===== src/rtl/itoa_pkg.sv =====
// Shared constants, command/status types and the digit encoder for the ASCII converter.
package itoa_pkg;

  localparam int unsigned WordWidth = 32;
  localparam int unsigned CharWidth = 8;
  localparam int unsigned DigitWidth = 4;
  // An unsigned 32-bit word has at most ten decimal digits.
  localparam int unsigned MaxDigits = 10;
  localparam int unsigned CountWidth = $clog2(MaxDigits + 1);
  localparam int unsigned IndexWidth = $clog2(MaxDigits);

  localparam logic [CharWidth-1:0] CHAR_MINUS = 8'h2D;
  localparam logic [CharWidth-1:0] CHAR_ZERO = 8'h30;
  // 'A' minus ten, so that a digit of ten maps to 'A'.
  localparam logic [CharWidth-1:0] CHAR_ALPHA_BIAS = 8'h37;

  // ceil(2^35 / 10); (x * RECIP_10) >> 35 equals x / 10 for every 32-bit x.
  localparam logic [WordWidth-1:0] RECIP_10 = 32'hCCCC_CCCD;
  localparam int unsigned RecipShift = 35;

  typedef struct packed {
    logic load;
    logic step;
    logic advance;
  } itoa_cmd_t;

  typedef struct packed {
    logic conv_done;
    logic last_char;
  } itoa_status_t;

  function automatic logic [CharWidth-1:0] digit_char(input logic [DigitWidth-1:0] d);
    logic [CharWidth-1:0] ext;
    ext = {{(CharWidth - DigitWidth){1'b0}}, d};
    if (d < 4'd10) begin
      digit_char = CHAR_ZERO + ext;
    end else begin
      digit_char = CHAR_ALPHA_BIAS + ext;
    end
  endfunction

endpackage


===== src/rtl/itoa_ctrl.sv =====
// Controller: sequences load, digit extraction and character output for one word.
module itoa_ctrl (
  input  logic                   clk,
  input  logic                   rst,
  input  logic                   in_valid,
  output logic                   in_ready,
  output logic                   out_valid,
  input  logic                   out_ready,
  input  itoa_pkg::itoa_status_t status,
  output itoa_pkg::itoa_cmd_t    cmd
);
  import itoa_pkg::*;

  typedef enum logic [1:0] {
    IDLE,
    CONVERT,
    EMIT
  } state_t;

  state_t state;

  assign in_ready = (state == IDLE);
  assign out_valid = (state == EMIT);

  always_comb begin
    cmd.load = in_valid && in_ready;
    cmd.step = (state == CONVERT);
    cmd.advance = out_valid && out_ready;
  end

  always_ff @(posedge clk) begin
    if (rst) begin
      state <= IDLE;
    end else begin
      unique case (state)
        IDLE: begin
          if (in_valid) begin
            state <= CONVERT;
          end
        end
        CONVERT: begin
          if (status.conv_done) begin
            state <= EMIT;
          end
        end
        EMIT: begin
          if (out_ready && status.last_char) begin
            state <= IDLE;
          end
        end
        default: begin
          state <= IDLE;
        end
      endcase
    end
  end

endmodule


===== config.mk =====
export PLATFORM = sky130hd
export DESIGN_NAME = itoa_ctrl
export DESIGN_NICKNAME = d
export VERILOG_FILES = /design/src/rtl/itoa_pkg.sv /design/src/rtl/itoa_ctrl.sv
export SDC_FILE = /design/constraint.sdc
export NUM_CORES = 1
export LEC_CHECK = 0
export ABC_AREA = 1
export BUFFER_PORTS_ARGS = -buffer_cell sky130_fd_sc_hd__buf_4
export CAP_MARGIN = 20
export CORE_AREA = 10 10 47 49
export DETAILED_ROUTE_END_ITERATION = 10
export DIE_AREA = 0 0 57 59
export PLACE_DENSITY = 0.4
export SLEW_MARGIN = 40
export SYNTH_ARGS = -nofsm -noshare
export SYNTH_HDL_FRONTEND = slang
export SYNTH_SLANG_ARGS = --single-unit

===== constraint.sdc =====
create_clock -name clk -period 0.95 [get_ports clk]
set_input_delay 0.19 -clock clk [delete_from_list [all_inputs] [get_ports clk]]
set_output_delay 0.19 -clock clk [all_outputs]
set_load 0.02 [all_outputs]

Word level (Yosys, flattened, before mapping). Cells that the tools add are included.

Equal/unequal tests: 5. Muxes and demuxes: 4. Reductions and logical operators: 5.

Operator list (number): $mux W2 (3); $pmux W2 S3 (1); $ne A2 B2 Y1 const B (2); $logic_and A1 B1 Y1 (3); $reduce_and A3 Y1 (1); $eq A2 B1 Y1 const B (1); $eq A2 B2 Y1 const B (1); $logic_not A2 Y1 (1); $ne A2 B1 Y1 const B (1).

Output and inout port bits: 5. Register bits: 2.

Longest topological paths before layout. Gate-level depths: netlist (run 1).

Word-level depth: 3. Depth in mapped cells: 3.

Worst setup path after synthesis (run 1). No wires, ideal clock.

Path type: register to output. From: register state[0]. To: output cmd[2] (netlist bit). Path slack: -74 ps. Buffers on the path: 0. Arrival time: 834 ps. Cell stages (with the launch flop): 4. Required time: 760 ps. Cell sequence: dfxtp_1 nor2_2 nand2_2 inv_1.

RTL lines: start, declared (RTL line itoa_ctrl.sv:20) `state_t state;`; start signal, assigned (RTL line itoa_ctrl.sv:33) `state <= IDLE;`; start signal, assigned (RTL line itoa_ctrl.sv:38) `state <= CONVERT;`; start signal, assigned (RTL line itoa_ctrl.sv:43) `state <= EMIT;`; end, declared (RTL line itoa_ctrl.sv:10) `output itoa_pkg::itoa_cmd_t cmd`.

Worst setup path in the final report (run 1).
From: register state[0]. To: output in_ready.

Word-level cells in the longest chain between the ends: 1.

Ends and longest elaborated chain: $logic_not A2 Y1 (RTL line itoa_ctrl.sv:22) `assign in_ready = (state == IDLE);`; end, declared (RTL line itoa_ctrl.sv:6) `output logic in_ready,`.

Every way passes these cells.

==> results of run 1 <==
[per-stage QoR]
| step | worst slack (ns) | hold slack (ns) | instance area (um2) |
|---|---|---|---|
| floorplan | -0.00751 | 0.252 | 118 |
| global placement | 0.0194 | 0.360 | 228 |
| detailed placement | 0.0117 | 0.358 | 228 |
| CTS | -0.171 | 0.111 | 288 |
| global route | -0.213 | 0.113 | 307 |
| finish | -0.154 | 0.122 | 307 |
[worst max-delay path by stage]
stage          slack (ns)  endpoint             startpoint  cells past startpoint
3_3_place_gp         0.02    cmd[0]  state[0]$_SDFFE_PP0P_                      3
6_report            -0.15  in_ready  state[0]$_SDFFE_PP0P_                      3
2_1_floorplan      -0.008    cmd[1]  state[0]$_SDFFE_PP0P_                      2
5_1_grt             -0.21    cmd[2]  state[0]$_SDFFE_PP0P_                      4
4_1_cts             -0.17    cmd[2]  state[1]$_SDFFE_PP0P_                      4
3_5_place_dp         0.01    cmd[0]  state[0]$_SDFFE_PP0P_                      3
[cell usage in the layout, fill, tap and decap left out]
master    instances
nand3b_1          1
and3_1            1
nand2_1           1
clkbuf_4          3
buf_6             5
dfxtp_4           2
nand3_1           2
a21oi_2           1
inv_2             3
nand2_2           1
a21oi_1           1
buf_4            10
nor2_4            2
nor2_1            1
[routing by layer]
metal / routed length, um / global-route usage [%] / part of all wire [%] / up-vias
met4: 0 / 5.03 / 0 / 0
met1: 170 / 2.49 / 37 / 70
met5: 0 / 0 / 0 / -
met2: 213 / 4.19 / 46 / 7
met3: 76 / 3.65 / 17 / 0
li1: - / - / - / 88
[kinds of logic after synthesis]
group | Yosys count
AO/OA/AOI/OAI | 2
buffers and inverters | 3
flip-flops | 2
AND/OR/NAND/NOR | 9
[cell usage after synthesis]
master	count
inv_1	3
dfxtp_1	2
nand3_1	2
nor2_1	2
a21oi_1	1
a21oi_2	1
and3_1	1
nand2_1	1
nand2_2	1
nand3b_1	1
nor2_2	1
[what timing repair did]
item                                   4_1_cts  5_1_grt
resized for setup                           12        2
pin swaps                                    4        3
buffers inserted                             1        2
setup endpoints to repair                    5        5
hold buffers                                 0        0
endpoints found under the hold margin        0        0
[where the power goes]
group / internal [mW] / total (mW) / switching [mW]
clock: 0.139 / 0.186 / 0.0470
combinational: 0.0777 / 0.137 / 0.0593
sequential: 0.0891 / 0.0983 / 0.00913
[cell type report]
type	instances	area, um2
Clock buffer	3	22.5
Fill cell	171	1090
Inverter	3	11.3
Multi-Input combinational cell	11	73.8
Sequential cell	2	47.5
Tap cell	16	20.0
Timing Repair Buffer	15	131
==> results.yml, run 1 <==
outcome:
  status: "complete, but fails checks"
  violations: "negative setup slack"
synthesis:
  synth.area.top_cells: "dfxtp_1, inv_1, nand3_1"
  avgSynthCellArea_um2: 7.04
  yosysTopAreaCell: "dfxtp_1"
  synthAdderAreaFrac_pct: 0
  synth_compound_area_share_pct: 12.2
  synth_seq_cells: 2
  syn-instance-count: 16
  synth_xor_area_share_pct: 0
  synth_mux_area_share_pct: 0
  postSynthNetCount: 22
  synth_top_area_share_pct: 35.6
  ys_seq_area_share_pct: 35.6
  synth_area_um2: 113
  yosys.area_share.simple_pct: 42.2
  synth_top_family_by_area: "simple AND/OR/NAND/NOR gates"
  ys_types: 11
  yosysWarnings: 0
sta:
  relSlewSlack_pct: 93.1
  max_freq_mhz: 906
  rsz0062_at_grt: "true"
  finalSetupViolCount: 5
  layout_min_cycle_time_ns: 1.10
  slew_viol_final: 0
  period_share_pct: 116
  worst_pin_slew_ns: 0.104
  skew_ns: 0.000768
  finalHoldViolations: 0
  setup_slack_ns: -0.154
  setup_tns_ns: -0.643
worst_setup_path:
  crit_slowest_cell: "dfxtp_4"
  startpoint_type: "flip-flop"
  r2r_slack_ns: 0.11
  worst_path_largest_cell_delay_ns: 0.35
  worst_r2r_endpoint: "state[1]$_SDFFE_PP0P_"
  cp_cell_sequence: "nor2_4, buf_4, buf_6"
  timing.rr.start: "state[0]$_SDFFE_PP0P_"
  crit_arrival_ns: 0.91
  critical_path_buf_inv_count: 2
  cp.required_ns: 0.76
  crit_fanout: 3
  crit_type: "flip-flop to primary output"
  worstRegToRegCells: 4
  end_kind: "primary output"
  critPathTopFamily: "flip-flops"
hold_path:
  hp-start: "rst"
  hold_depth: 2
  hold_end: "state[0]$_SDFFE_PP0P_"
  hold_class: "input port to flip-flop"
placement:
  io_buffers: 10
  place.gp.congestion: 0.585
  dp_cells: 44
clocking:
  clkLatencyLatePin_ns: 0.22
  clk_pin_slew_worst_paths_ns: 0.03
  cts_tree: "done"
  cts_num_sinks: 2
  htreeDepth: 1
  cts-root-buf: "clkbuf_4"
  numCtsBuffers: 3
  max-clock-path-buffers: 2
detailed_routing:
  drtIter0Drc: 0
  drc_errors: 0
  wl_per_cell_um: 9.20
  firstDrtPassIters: 1
  via_per_inst: 3.30
  ant_nets: 0
  finalWirelength_um: 460
  dr_total_vias: 165
power_and_ir_drop:
  powerDensity_nw_per_um2: 1380
  power.leakage_nw: 0.144
  power_mw: 0.422
  max-vdd-ir-drop_mv: 0.330
cells_and_area:
  largest_reg_flops: 2
  antenna_cells: 0
  drive_above_1_share_pct: 79.4
  top_register: "state"
  largestRegisters: "state x2"
  fin_nets: 42
  instances_no_fill: 50
  syn2layout_area_growth_pct: 172
  utilization_pct: 21.9
global_route:
  grt_pass1_wl_um: 800
  antenna_found_initial: 0
  overflow: 0
  grt_pass1_vias: 184
  grt_max_degree: 6
  groute.usage.overall_pct: 3.45
floorplanning:
  fp.dieH_um: 59
  die-area_um2: 3360
  boundaryPins: 11
  rows: 14
  die_w_um: 57
  coreArea_um2: 1400
  start_util_pct: 8.04
run:
  cap_viol_max_count: 0
(Power assumes the default switching activity.)
==> run 2, diff against run 1 <==
--- a/config.mk
+++ b/config.mk
@@ -5,7 +5,6 @@
 export SDC_FILE = /design/constraint.sdc
 export NUM_CORES = 1
 export LEC_CHECK = 0
-export ABC_AREA = 1
 export BUFFER_PORTS_ARGS = -buffer_cell sky130_fd_sc_hd__buf_4
 export CAP_MARGIN = 20
 export CORE_AREA = 10 10 47 49
@@ -16,3 +15,4 @@
 export SYNTH_ARGS = -nofsm -noshare
 export SYNTH_HDL_FRONTEND = slang
 export SYNTH_SLANG_ARGS = --single-unit
+export TNS_END_PERCENT = 1
==> run 2 against run 1 <==
The run still ends with negative setup slack left. Non-clock buffer count down 4. Design area down 11%. Area after synthesis down 1.1%. Flip-flop and latch count unchanged. Cell count down 14%. First-iteration DRC count up 1. Hold slack about the same. Combinational power down 20%. Via count down 15%. Highest routed layer unchanged.
==> results.yml, run 2 <==
outcome:
  status: "complete, but fails checks"
  violations: "negative setup slack"
sta:
  slew_viol_final: 0
  layout_min_cycle_time_ns: 1.18
  period_share_pct: 124
  worst_pin_slew_ns: 0.133
  skew_ns: 0.00145
  hold_slack_ns: 0.122
  finalSetupViolCount: 5
  relSlewSlack_pct: 90.9
  finalHoldViolations: 0
  setup_slack_ns: -0.227
  rsz0062_at_grt: "true"
  max_freq_mhz: 849
synthesis:
  ys_seq_area_share_pct: 36.0
  postSynthNetCount: 19
  synth_area_um2: 111
  synth_top_area_share_pct: 36.0
  synth_edf_count: 0
  yosysWarnings: 0
  ys_types: 10
  synth.area.top_cells: "dfxtp_1, nor2b_4, and2_1"
  async_flop_share_pct: 0
  synth_common_cells: "and2_1, dfxtp_1, nor2_1"
  yosysTopAreaCell: "dfxtp_1"
  avgSynthCellArea_um2: 8.57
  ys.flop_type: "dfxtp_1"
  synth_seq_cells: 2
  syn-instance-count: 13
worst_setup_path:
  worst_path_largest_cell_delay_ns: 0.36
  crit_type: "flip-flop to primary output"
  path_depth: 3
  cp.required_ns: 0.76
  worstRegToRegCells: 3
  crit_arrival_ns: 0.99
  crit_slowest_cell: "dfxtp_4"
  cp_cell_sequence: "nor2b_4, and2_4, buf_6"
  startpoint_type: "flip-flop"
  critPathTopFamily: "flip-flops"
  critical_path_buf_inv_count: 1
  crit_fanout: 4
  end_kind: "primary output"
clocking:
  clk_pin_slew_worst_paths_ns: 0.03
  cts_num_sinks: 2
  postCtsHoldBufs: 0
  htreeDepth: 1
  max-clock-path-buffers: 2
  numCtsBuffers: 3
  cts_tree: "done"
  cts-root-buf: "clkbuf_4"
  clkLatencyLatePin_ns: 0.22
floorplanning:
  start_util_pct: 7.95
  coreArea_um2: 1400
  die_w_um: 57
  rows: 14
  die-area_um2: 3360
  boundaryPins: 11
  fp.dieH_um: 59
placement:
  dpl-instance-area_um2: 229
  hpwlAfterDp_um: 378
  io_buffers: 10
  dp_cells: 40
  place.gp.congestion: 0.587
power_and_ir_drop:
  power_mw: 0.395
  max-vdd-ir-drop_mv: 0.370
  power.leakage_nw: 0.127
  powerDensity_nw_per_um2: 1450
cells_and_area:
  utilization_pct: 19.5
  num-fill-cells: 169
  antenna_cells: 0
  fin_nets: 35
  largest_reg_flops: 2
  drive_above_1_share_pct: 77.8
  final_common_cell: "buf_4"
  stdcell_area_um2: 273
  instances_no_fill: 43
  layout.area.seq_um2: 47.5
  top_register: "state"
  largestRegisters: "state x2"
  final_cell_mix: "buf_4, buf_6, clkbuf_4"
  syn2layout_area_growth_pct: 145
  multi_input_area_um2: 81.3
run:
  cap_viol_max_count: 0
detailed_routing:
  dr_total_vias: 140
  drc_errors: 0
  finalWirelength_um: 444
  via_per_inst: 3.26
  drtIter0Drc: 1
  ant_nets: 0
  wl_per_cell_um: 10.3
  firstDrtPassIters: 2
global_route:
  antenna_found_initial: 0
  grt_max_degree: 5
  grt_pass1_vias: 169
  grt_pass1_wl_um: 752
  groute.usage.overall_pct: 3.06
  overflow: 0
hold_path:
  hold_depth: 2
  hold_class: "input port to flip-flop"
## run 2: through the flow
stage	setup slack (ns)	setup TNS, ns
final	-0.227	-0.798
after global routing	-0.282	-1.05
after CTS	-0.241	-0.863
after detailed placement	-0.0360	-0.0464
after global placement	-0.0258	-0.0258
after floorplan	-0.0118	-0.0200
## run 2: logic make-up (layout without fill, tap and decap cells)
family          after synthesis  count (layout)  synth area share [%]
compound gates                1               1                  6.74
simple gates                  8               8                  44.9
flops                         2               2                  36.0
buf+inv                       1              15                  3.37
mux                           1               1                  8.99
## run 2: per-layer routing
metal | global-route usage [%] | vias to the layer above | share of wire (%)
li1 | - | 72 | -
met1 | 3.31 | 57 | 48
met2 | 2.64 | 11 | 34
met3 | 3.00 | 0 | 18
met4 | 4.03 | 0 | 0
met5 | 0 | - | 0
## run 2: what timing repair did
action | in CTS | in global routing
endpoints found under the setup margin | 6 | 6
pin swaps | 3 | 0
buffers inserted | 0 | 0
gates resized for setup | 7 | 0
## run 2: final timing paths
path,start,to,slack [ns]
worst max-delay path,state[1]$_SDFFE_PP0P_,cmd[0],-0.23
worst min-delay path,rst,state[1]$_SDFFE_PP0P_,0.12
worst max register to register,state[1]$_SDFFE_PP0P_,state[1]$_SDFFE_PP0P_,0
worst min register to register,state[1]$_SDFFE_PP0P_,state[0]$_SDFFE_PP0P_,0.45
## run 2: where the power goes
| part | internal [mW] | switching (mW) | leakage [nW] | total, mW |
|---|---|---|---|---|
| Sequential | 0.0888 | 0.0105 | 0.0178 | 0.0993 |
| Combinational | 0.0654 | 0.0447 | 0.0955 | 0.110 |
| Clock | 0.139 | 0.0464 | 0.0138 | 0.186 |
## run 2: cell type report
cell class | instances | area share (%)
Clock buffer | 3 | 8.26
Tap cell | 16 | 7.34
Timing Repair Buffer | 11 | 35.8
Sequential cell | 2 | 17.4
Multi-Input combinational cell | 10 | 29.8
Inverter | 1 | 1.38
==> run 3, diff against run 2 <==
--- a/config.mk
+++ b/config.mk
@@ -5,12 +5,12 @@
 export SDC_FILE = /design/constraint.sdc
 export NUM_CORES = 1
 export LEC_CHECK = 0
-export BUFFER_PORTS_ARGS = -buffer_cell sky130_fd_sc_hd__buf_4
 export CAP_MARGIN = 20
 export CORE_AREA = 10 10 47 49
 export DETAILED_ROUTE_END_ITERATION = 10
 export DIE_AREA = 0 0 57 59
-export PLACE_DENSITY = 0.4
+export DONT_BUFFER_PORTS = 1
+export PLACE_DENSITY = 0.32
 export SLEW_MARGIN = 40
 export SYNTH_ARGS = -nofsm -noshare
 export SYNTH_HDL_FRONTEND = slang
==> run 3 against run 2 <==
The flow still finishes with violations (negative setup slack). Largest cell class is now multi-input gates. Combinational power shrank 26%. Hold slack got worse by 0.096 ns. Sequential power increased by 0.6%. Core utilization fell by 4.5 points. Highest routed layer unchanged. Fmax up 4.5%.
==> results.yml, run 3 (synthesized netlist as in run 2, its figures left out) <==
outcome:
  status: "complete, but fails checks"
  violations: "negative setup slack"
global_route:
  overflow: 0
  grt_pass1_wl_um: 655
  antenna_found_initial: 0
  groute.usage.overall_pct: 2.84
  grt_pass1_vias: 152
  grt_max_degree: 5
clocking:
  cts-root-buf: "clkbuf_4"
  max-clock-path-buffers: 2
  clk_pin_slew_worst_paths_ns: 0.03
  cts_tree: "done"
  clkLatencyLatePin_ns: 0.22
  numCtsBuffers: 3
  htreeDepth: 1
  cts_num_sinks: 2
floorplanning:
  coreArea_um2: 1400
  die-area_um2: 3360
  boundaryPins: 11
  start_util_pct: 7.95
  die_w_um: 57
  rows: 14
  fp.dieH_um: 59
detailed_routing:
  firstDrtPassIters: 4
  dr_total_vias: 116
  drc_errors: 0
  finalWirelength_um: 410
  drtIter0Drc: 3
  wl_per_cell_um: 11.4
  via_per_inst: 3.22
  ant_nets: 0
cells_and_area:
  stdcell_area_um2: 210
  largestRegisters: "state x2"
  antenna_cells: 0
  final_cell_mix: "clkbuf_4, and2_4, buf_6, buf_4"
  largest_reg_flops: 2
  syn2layout_area_growth_pct: 88.8
  final_common_cell: "clkbuf_4"
  fin_nets: 28
  utilization_pct: 15.0
  num-fill-cells: 164
  instances_no_fill: 36
  drive_above_1_share_pct: 70.0
  top_register: "state"
hold_path:
  hp-start: "rst"
  hold_depth: 1
  hold_class: "input port to flip-flop"
  hold_end: "state[1]$_SDFFE_PP0P_"
sta:
  period_share_pct: 119
  finalSetupViolCount: 6
  relSlewSlack_pct: 91.4
  layout_min_cycle_time_ns: 1.13
  slew_viol_final: 0
  setup_slack_ns: -0.176
  max_freq_mhz: 888
  skew_ns: 0.0000987
  finalHoldViolations: 0
  worst_pin_slew_ns: 0.125
  rsz0062_at_grt: "true"
power_and_ir_drop:
  power.switching_mw: 0.0966
  p_comb_share_pct: 22.1
  max-vdd-ir-drop_mv: 0.494
  powerDensity_nw_per_um2: 1760
  intPower_mw: 0.272
  swShare_pct: 26.2
  power_mw: 0.369
  p_clk_share_pct: 50.8
  seqPwrFrac_pct: 27.1
  power.leakage_nw: 0.0910
worst_setup_path:
  crit_arrival_ns: 0.94
  end_kind: "primary output"
  critical_path_buf_inv_count: 1
  crit_slowest_cell: "dfxtp_4"
  startpoint_type: "flip-flop"
  worst_path_largest_cell_delay_ns: 0.36
  worst_r2r_endpoint: "state[1]$_SDFFE_PP0P_"
  cp_cell_sequence: "and2b_2, buf_6"
  worstRegToRegCells: 4
  r2r_slack_ns: -0.10
  cp.required_ns: 0.76
  critPathTopFamily: "flip-flops"
  crit_fanout: 4
  crit_type: "flip-flop to primary output"
  timing.rr.start: "state[1]$_SDFFE_PP0P_"
placement:
  dpl-instance-area_um2: 169
  post-place-ws_ns: 0.00932
  dp_cells: 32
  hpwlAfterDp_um: 359
  place.gp.congestion: 0.606
  io_buffers: 0
run:
  cap_viol_max_count: 0
[run 3: changes by cell type in the layout (fill, tap and decap cells not counted)]
cell	delta
dfxtp_4	-1
dfxtp_2	+1
buf_6	-2
buf_4	-5
[run 3: area by class of cell]
| type | instances | area [um2] | area share (%) |
|---|---|---|---|
| well taps | 16 | 20.0 | 9.52 |
| inverters | 1 | 3.75 | 1.79 |
| multi-input cells | 10 | 81.3 | 38.7 |
| repair buffers | 4 | 37.5 | 17.9 |
| flip-flops and latches | 2 | 45.0 | 21.4 |
| clock buffers | 3 | 22.5 | 10.7 |
[run 3: power by group through the flow]
stage	Combinational (mW)	Clock (mW)	Sequential, mW
after floorplan	0.0481	0	0.101
after global placement	0.0680	0	0.102
after detailed placement	0.0693	0	0.103
after CTS	0.0805	0.201	0.100
after global routing	0.0877	0.200	0.101
final	0.0816	0.187	0.0999
[run 3: what timing repair did]
action,CTS,global route
endpoints found under the setup margin,5,6
resized for setup,3,1
setup buffers,1,0
pin swaps,1,1
hold buffers,0,0
[run 3: layer usage]
layer	track usage, %	vias up	wire (um)
li1	-	57	-
met1	3.06	47	177
met2	2.17	12	115
met3	3.00	0	117
met4	4.03	0	0
met5	0	-	0
[run 3: how the worst max path moves through the flow]
stage | start | to | depth (start not counted)
2_1_floorplan | state[1]$_SDFFE_PP0P_ | cmd[0] | 2
3_3_place_gp | state[1]$_SDFFE_PP0P_ | cmd[1] | 2
3_5_place_dp | state[1]$_SDFFE_PP0P_ | state[1]$_SDFFE_PP0P_ | 3
4_1_cts | state[1]$_SDFFE_PP0P_ | cmd[1] | 2
5_1_grt | state[1]$_SDFFE_PP0P_ | cmd[1] | 2
6_report | state[1]$_SDFFE_PP0P_ | cmd[1] | 2
[run 3: through the flow]
step | TNS [ns] | hold slack [ns]
2_1_floorplan | -0.0200 | 0.255
3_3_place_gp | 0 | 0.256
3_5_place_dp | 0 | 0.257
4_1_cts | -0.838 | 0.0155
5_1_grt | -0.977 | 0.0196
6_report | -0.729 | 0.0255
